**src/dial_scan_quantizer_unit_assert.svh**
```systemverilog
// Assertion macros for the dial scan quantizer.
// Used by dial_scan_quantizer_unit; expects clk and rst_n in scope.
`ifndef DIAL_SCAN_QUANTIZER_UNIT_ASSERT_SVH
`define DIAL_SCAN_QUANTIZER_UNIT_ASSERT_SVH
`ifndef SYNTH
`define DSQ_ASSERT_SAME(lbl, ante, cons) \
  lbl: assert property (@(posedge clk) disable iff (!rst_n) (ante) |-> (cons)) \
    else $error("dsq assertion failed");
`define DSQ_ASSERT_NEXT(lbl, ante, cons) \
  lbl: assert property (@(posedge clk) disable iff (!rst_n) (ante) |=> (cons)) \
    else $error("dsq assertion failed");
`else
`define DSQ_ASSERT_SAME(lbl, ante, cons)
`define DSQ_ASSERT_NEXT(lbl, ante, cons)
`endif
`endif

```
**src/dsq_pkg.sv**
```systemverilog
// Types and constants of the dial scan quantizer.
// Used by dsq_quantize and dial_scan_quantizer_unit; no dependencies.
package dsq_pkg;

  localparam int SAMPLE_W   = 10;
  localparam int POS_W      = 4;
  localparam int DIAL_W     = 2;
  localparam int CHAN_W     = 4;
  localparam int DIAL_MAX   = 4;
  localparam int STEP_COUNT = 10;
  localparam int ADDR_W     = 4;
  localparam int DATA_W     = 32;

  localparam logic [POS_W-1:0] POS_RESET = 4'd5;
  localparam logic [POS_W-1:0] POS_MAX   = 4'd10;

  typedef logic [SAMPLE_W-1:0] sample_t;
  typedef logic [POS_W-1:0]    pos_t;
  typedef logic [DIAL_W-1:0]   dial_t;
  typedef logic [CHAN_W-1:0]   chan_t;

  typedef enum logic [DIAL_W-1:0] {
    REG_TONE   = 2'd0,
    REG_VOLUME = 2'd1,
    REG_RATE   = 2'd2,
    REG_WEIGHT = 2'd3
  } cfg_reg_t;

  localparam sample_t LADDER [STEP_COUNT] = '{
    10'd15, 10'd88, 10'd198, 10'd314, 10'd438,
    10'd577, 10'd702, 10'd817, 10'd929, 10'd1010
  };

  localparam chan_t CHAN_RESET [DIAL_MAX] = '{4'd0, 4'd1, 4'd2, 4'd3};

endpackage

```
**src/dsq_quantize.sv**
```systemverilog
// Threshold ladder: maps a 10-bit sample to a dial position 0..10.
// Depends on dsq_pkg for the ladder table and widths.
module dsq_quantize (
  input  dsq_pkg::sample_t sample,
  output dsq_pkg::pos_t    position
);
  import dsq_pkg::*;

  always_comb begin
    position = '0;
    for (int k = 0; k < STEP_COUNT; k++) begin
      if (sample >= LADDER[k]) begin
        position = POS_W'(k + 1);
      end
    end
  end

endmodule

```
**src/dial_scan_quantizer_unit.sv**
```systemverilog
// Dial scan quantizer: round-robin dial scan, ladder quantizing, change flag.
// A result reaches out_valid through the input register and then the result register.
// Throughput: one request per cycle; the two-stage pipeline stalls only on out_ready.
// Reset (rst_n, synchronous, active low): scan at dial 0, all stored positions 5,
// channel registers 0..3, pipeline empty.
// Depends on dsq_pkg, dsq_quantize and dial_scan_quantizer_unit_assert.svh.
`include "dial_scan_quantizer_unit_assert.svh"
module dial_scan_quantizer_unit #(
  parameter int DIAL_COUNT = 4
) (
  input  logic                     clk,
  input  logic                     rst_n,
  input  logic                     in_valid,
  output logic                     in_ready,
  input  dsq_pkg::sample_t         in_sample,
  output logic                     out_valid,
  input  logic                     out_ready,
  output dsq_pkg::dial_t           out_dial_index,
  output dsq_pkg::pos_t            out_position,
  output logic                     out_changed,
  output dsq_pkg::chan_t           out_next_channel,
  input  logic                     psel,
  input  logic                     penable,
  input  logic                     pwrite,
  input  logic [dsq_pkg::ADDR_W-1:0] paddr,
  input  logic [dsq_pkg::DATA_W-1:0] pwdata,
  output logic [dsq_pkg::DATA_W-1:0] prdata,
  output logic                     pready
);
  import dsq_pkg::*;

  chan_t    chan_r [DIAL_MAX];
  pos_t     last_pos_r [DIAL_MAX];
  dial_t    current_dial_r;
  dial_t    dial_nxt;
  logic     s1_valid_r;
  sample_t  s1_sample_r;
  logic     out_valid_r;
  dial_t    out_dial_index_r;
  pos_t     out_position_r;
  logic     out_changed_r;
  chan_t    out_next_channel_r;
  pos_t     pos;
  logic     advance;
  logic     move;
  logic     cfg_write;
  cfg_reg_t cfg_idx;

  dsq_quantize u_quantize (
    .sample   (s1_sample_r),
    .position (pos)
  );

  assign advance  = !out_valid_r || out_ready;
  assign move     = s1_valid_r && advance;
  assign in_ready = !s1_valid_r || advance;

  assign dial_nxt = (current_dial_r == DIAL_W'(DIAL_COUNT - 1)) ? '0 : current_dial_r + 1'b1;

  assign pready    = 1'b1;
  assign cfg_write = psel && penable && pwrite && pready;
  assign cfg_idx   = cfg_reg_t'(paddr[ADDR_W-1:2]);
  assign prdata    = DATA_W'(chan_r[paddr[ADDR_W-1:2]]);

  always_ff @(posedge clk) begin
    if (!rst_n) begin
      for (int k = 0; k < DIAL_MAX; k++) begin
        chan_r[k] <= CHAN_RESET[k];
      end
    end else if (cfg_write) begin
      case (cfg_idx)
        REG_TONE:   chan_r[REG_TONE]   <= pwdata[CHAN_W-1:0];
        REG_VOLUME: chan_r[REG_VOLUME] <= pwdata[CHAN_W-1:0];
        REG_RATE:   chan_r[REG_RATE]   <= pwdata[CHAN_W-1:0];
        REG_WEIGHT: chan_r[REG_WEIGHT] <= pwdata[CHAN_W-1:0];
        default: ;
      endcase
    end
  end

  always_ff @(posedge clk) begin
    if (!rst_n) begin
      s1_valid_r <= 1'b0;
    end else if (in_ready) begin
      s1_valid_r <= in_valid;
    end
  end

  always_ff @(posedge clk) begin
    if (in_ready && in_valid) begin
      s1_sample_r <= in_sample;
    end
  end

  always_ff @(posedge clk) begin
    if (!rst_n) begin
      current_dial_r <= '0;
      out_valid_r    <= 1'b0;
      for (int k = 0; k < DIAL_MAX; k++) begin
        last_pos_r[k] <= POS_RESET;
      end
    end else begin
      if (advance) begin
        out_valid_r <= s1_valid_r;
      end
      if (move) begin
        current_dial_r             <= dial_nxt;
        last_pos_r[current_dial_r] <= pos;
      end
    end
  end

  always_ff @(posedge clk) begin
    if (move) begin
      out_dial_index_r   <= current_dial_r;
      out_position_r     <= pos;
      out_changed_r      <= (pos != last_pos_r[current_dial_r]);
      out_next_channel_r <= chan_r[dial_nxt];
    end
  end

  assign out_valid        = out_valid_r;
  assign out_dial_index   = out_dial_index_r;
  assign out_position     = out_position_r;
  assign out_changed      = out_changed_r;
  assign out_next_channel = out_next_channel_r;

  `DSQ_ASSERT_SAME(a_stored_matches, out_valid_r, last_pos_r[out_dial_index_r] == out_position_r)
  `DSQ_ASSERT_SAME(a_dial_in_range, 1'b1, current_dial_r <= DIAL_W'(DIAL_COUNT - 1))
  `DSQ_ASSERT_SAME(a_pos_in_range, out_valid_r, out_position_r <= POS_MAX)
  `DSQ_ASSERT_NEXT(a_dial_steps, move, current_dial_r == $past(dial_nxt))

endmodule

```
**config.mk**
```make
export PLATFORM = sky130hd
export DESIGN_NAME = dial_scan_quantizer_unit
export DESIGN_NICKNAME = d
export VERILOG_FILES = /design/src/dsq_pkg.sv /design/src/dsq_quantize.sv /design/src/dial_scan_quantizer_unit.sv
export VERILOG_INCLUDE_DIRS = /design/src /design/src/src
export SDC_FILE = /design/constraint.sdc
export NUM_CORES = 1
export LEC_CHECK = 0
export ABC_AREA = 1
export BUFFER_PORTS_ARGS = -buffer_cell sky130_fd_sc_hd__buf_2
export CAP_MARGIN = 20
export CORE_MARGIN = 2
export CORE_UTILIZATION = 50
export CTS_CLUSTER_DIAMETER = 100
export DETAILED_ROUTE_END_ITERATION = 16
export PLACE_DENSITY = 0.82
export SKIP_CTS_REPAIR_TIMING = 1
export SYNTH_ARGS = -nofsm -noshare
export SYNTH_HDL_FRONTEND = slang
export SYNTH_SLANG_ARGS = --single-unit
```
**constraint.sdc**
```tcl
create_clock -name clk -period 2.95 [get_ports clk]
set_input_delay 0.59 -clock clk [delete_from_list [all_inputs] [get_ports clk]]
set_output_delay 0.59 -clock clk [all_outputs]
set_load 0.02 [all_outputs]
```
==> flow_metrics.env <==
export IMPL_wl_per_cell_um=12.5
export IMPL_dp_cells=435
export IMPL_pin_count=99
export IMPL_first_pass_iters=4
export IMPL_slew_headroom=0.623
export IMPL_drcViolationCount=0
export IMPL_status="finished clean"
export IMPL_worst_skew_pair_late_latency_ns=0.33
export IMPL_drv_slew=0
export IMPL_initial_utilization=0.513
export IMPL_final_core_util=0.581
export IMPL_path_class="input port to output port"
export IMPL_endpoint_kind="output port"
export IMPL_core_mm2=0.00589
export IMPL_grtUsageTotal=0.179
export IMPL_ys_seq_area_frac=0.567
export IMPL_leakage_uw=0.00148
export IMPL_synthSimpleGateAreaFrac=0.193
export IMPL_drive_gt1_frac=0.186
export IMPL_hold_depth=1
export IMPL_htree_levels=3
export IMPL_final_nets=425
export IMPL_syn_area_mm2=0.00302
export IMPL_hpwl_um=4300
export IMPL_synth_fa_ha_area_frac=0.00414
export IMPL_first_iter_violations=142
export IMPL_ir_drop_mv=0.480
export IMPL_cts_root_buffer="clkbuf_8"
export IMPL_layout_setup_ws_ns=0.869
export IMPL_tns_ns=0
export IMPL_cp_max_fo=6
export IMPL_cts_made_buffers=9
export IMPL_via_count=2275
export IMPL_synthCells=325
export IMPL_reg2reg_slack_ns=0.93
export IMPL_fmax_mhz=480
export IMPL_grt_ovfl_total=0
export IMPL_cts_buffer_depth=2
export IMPL_yosys_warnings=0
export IMPL_setup_viol=0
export IMPL_wirelength_um=5650
export IMPL_instances_no_fill=451
export IMPL_wl_met3_um=349
export IMPL_wl_met2_um=2870
export IMPL_syn_area_per_cell_um2=9.29
export IMPL_crit_arrival_ns=1.49
export IMPL_synth_top_family_by_area="simple AND/OR/NAND/NOR gates"
export IMPL_clock_sinks=59
export IMPL_power_uw=2090
export IMPL_worstMarginPinSlew_ns=0.560
export IMPL_fp_dieArea_mm2=0.00668
export IMPL_hp_start="in_sample[0]"
export IMPL_portBuffers=39
export IMPL_rr_worst_depth=9
export IMPL_skew_ns=0.00767
export IMPL_dieWidth_um=81.7
export IMPL_vias_per_cell=5.04
export IMPL_hold_path_class="input port to flip-flop"
export IMPL_post_place_ws_ns=0.575
export IMPL_grt_max_degree=12
export IMPL_finalCriticalPeriod_ns=2.08
export IMPL_topRoutingLayerUsed="met4"
export IMPL_antenna_found_initial=0
export IMPL_rsz0062_at_grt="no"
export IMPL_rows=28
export IMPL_crit_required_ns=2.36
export IMPL_clk_pin_slew_ns=0.06
export IMPL_synth_cell_types=31
export IMPL_fin_crit_sh=0.706
export IMPL_gp_congestion=0.914
export IMPL_ant_nets=0
export IMPL_grt_pass1_vias=2034
export IMPL_cap_violations=0
export IMPL_die_h_um=81.7
export IMPL_synth_xor_area_frac=0.00290
export IMPL_synth_seq_cells=59
export IMPL_grt_pass1_wl_um=8650
export IMPL_power_density_mw_per_mm2=611
export IMPL_area_growth_pct=13.1
export IMPL_whs_endpoint="s1_sample_r[0]"
export IMPL_m1WireLength_um=2360
export IMPL_cts_tree="done"
export IMPL_cp_start_kind="input port"
export IMPL_hold_violations=0
export IMPL_synth_area_mux_share=0
export IMPL_rr_endpoint="last_pos_r[1][2]"
export IMPL_n_antenna_cell=0
export IMPL_synth_compound_area_share=0.0973
export IMPL_worst_r2r_startpoint="out_valid"
[worst max-delay path: stages]
cell and delay [ns]:
buf_2 0.11, nor2_1 0.34, a22oi_1 0.18, nand2_1 0.11
buf_2 0.16
[how the worst max path moves through the flow]
stage,from,to,slack (ns),depth (start not counted)
after floorplan,rst_n,last_pos_r[1][0],1.07,9
after global placement,rst_n,last_pos_r[1][0],0.64,9
after detailed placement,rst_n,last_pos_r[1][2],0.58,9
after CTS,paddr[2],prdata[0],0.89,5
after global routing,out_ready,last_pos_r[1][2],0.75,11
final,paddr[2],prdata[0],0.87,5
[where the power goes]
part,switching (uW),total [uW],leakage [uW],internal (uW)
logic,181,253,0.000817,71.8
registers,27.3,991,0.000544,963
clock network,303,845,0.000116,542
[metrics by stage]
step,hold slack [ns],cell area [um^2]
finish,0.432,3420
global route,0.413,3420
global placement,0.488,3180
CTS,0.412,3420
detailed placement,0.491,3180
floorplan,0.457,3120
[final cells by class]
cell class / instances / area, um^2
clock buffers: 12 / 165
clock inverters: 4 / 71.3
fillers: 513 / 2470
inverters: 46 / 173
multi-input cells: 216 / 1010
flip-flops and latches: 59 / 1710
well taps: 75 / 93.8
repair buffers: 39 / 195
[per-layer routing]
metal,up-vias,track usage
met5,-,0
met4,0,0.130
met3,6,0.0462
met2,89,0.287
met1,1064,0.206
li1,1116,-
[placed cells by master (no fill, tap or decap)]
| master | netlist | routed |
|---|---|---|
| nand2_1 | 61 | 61 |
| edfxtp_1 | 53 | 53 |
| nor2_1 | 49 | 49 |
| inv_1 | 41 | 41 |
| buf_2 | 1 | 39 |
| conb_1 | 2 | 29 |
| o21ai_0 | 13 | 13 |
| clkbuf_8 | 0 | 12 |
| nand3_1 | 11 | 11 |
| a21oi_1 | 8 | 8 |
| a22oi_1 | 8 | 8 |
| o22ai_1 | 7 | 7 |
| nand2_2 | 6 | 6 |
| dfxtp_1 | 6 | 6 |
| nor3_1 | 5 | 5 |
| inv_2 | 5 | 5 |
| nand3b_1 | 3 | 3 |
| a32oi_1 | 3 | 3 |
| bufinv_16 | 0 | 2 |
| or2_0 | 1 | 1 |
| a21oi_2 | 1 | 1 |
| nor2_2 | 1 | 1 |
| or2_1 | 1 | 1 |
| o31ai_1 | 1 | 1 |
| o2111ai_1 | 1 | 1 |
| o21bai_2 | 1 | 1 |
| a31oi_1 | 1 | 1 |
| o211ai_1 | 1 | 1 |
| o21ai_2 | 1 | 1 |
| nor2_4 | 1 | 1 |
| xnor2_1 | 1 | 1 |
| ha_1 | 1 | 1 |
| clkinvlp_4 | 0 | 1 |
| clkinv_1 | 0 | 1 |
[cell families (layout without fill, tap and decap cells)]
kind of cell,after synthesis,after routing
DFF,59,59
AOI/OAI and AO/OA,46,46
buffers and inverters,77,101
xor gates and xnor gates,1,1
and+or+nand+nor,139,139
other,2,29
adders and majority gates,1,1
[registers in the layout, indices dropped and copies added (netlist names), named ones only]
name and flops:
out_valid 1, out_next_channel 4, out_changed 1, out_dial_index 2, s1_valid_r 1, s1_sample_r 10, current_dial_r 2, last_pos_r 16
chan_r 16, out_position 4
[cells in the mapped netlist]
| library cell | n | area, um^2 |
|---|---|---|
| o2111ai_1 | 1 | 8.76 |
| o21ai_0 | 13 | 65.1 |
| or2_0 | 1 | 6.26 |
| nand3_1 | 11 | 55.1 |
| ha_1 | 1 | 12.5 |
| a22oi_1 | 8 | 60.1 |
| or2_1 | 1 | 6.26 |
| edfxtp_1 | 53 | 1590 |
| nor2_2 | 1 | 6.26 |
| o21ai_2 | 1 | 8.76 |
| nor2_1 | 49 | 184 |
| dfxtp_1 | 6 | 120 |
| nand2_2 | 6 | 37.5 |
| nand3b_1 | 3 | 22.5 |
| inv_2 | 5 | 18.8 |
| buf_4 | 30 | 225 |
| inv_1 | 41 | 154 |
| o31ai_1 | 1 | 7.51 |
| nand2_1 | 61 | 229 |
| nor2_4 | 1 | 11.3 |
| nor3_1 | 5 | 25.0 |
| a31oi_1 | 1 | 6.26 |
| buf_2 | 1 | 5.00 |
| o21bai_2 | 1 | 11.3 |
| o22ai_1 | 7 | 43.8 |
| o211ai_1 | 1 | 7.51 |
| xnor2_1 | 1 | 8.76 |
| a32oi_1 | 3 | 26.3 |
| conb_1 | 2 | 7.51 |
| a21oi_2 | 1 | 8.76 |
| a21oi_1 | 8 | 40.0 |
Note: power is estimated with default switching activity, not from simulation.
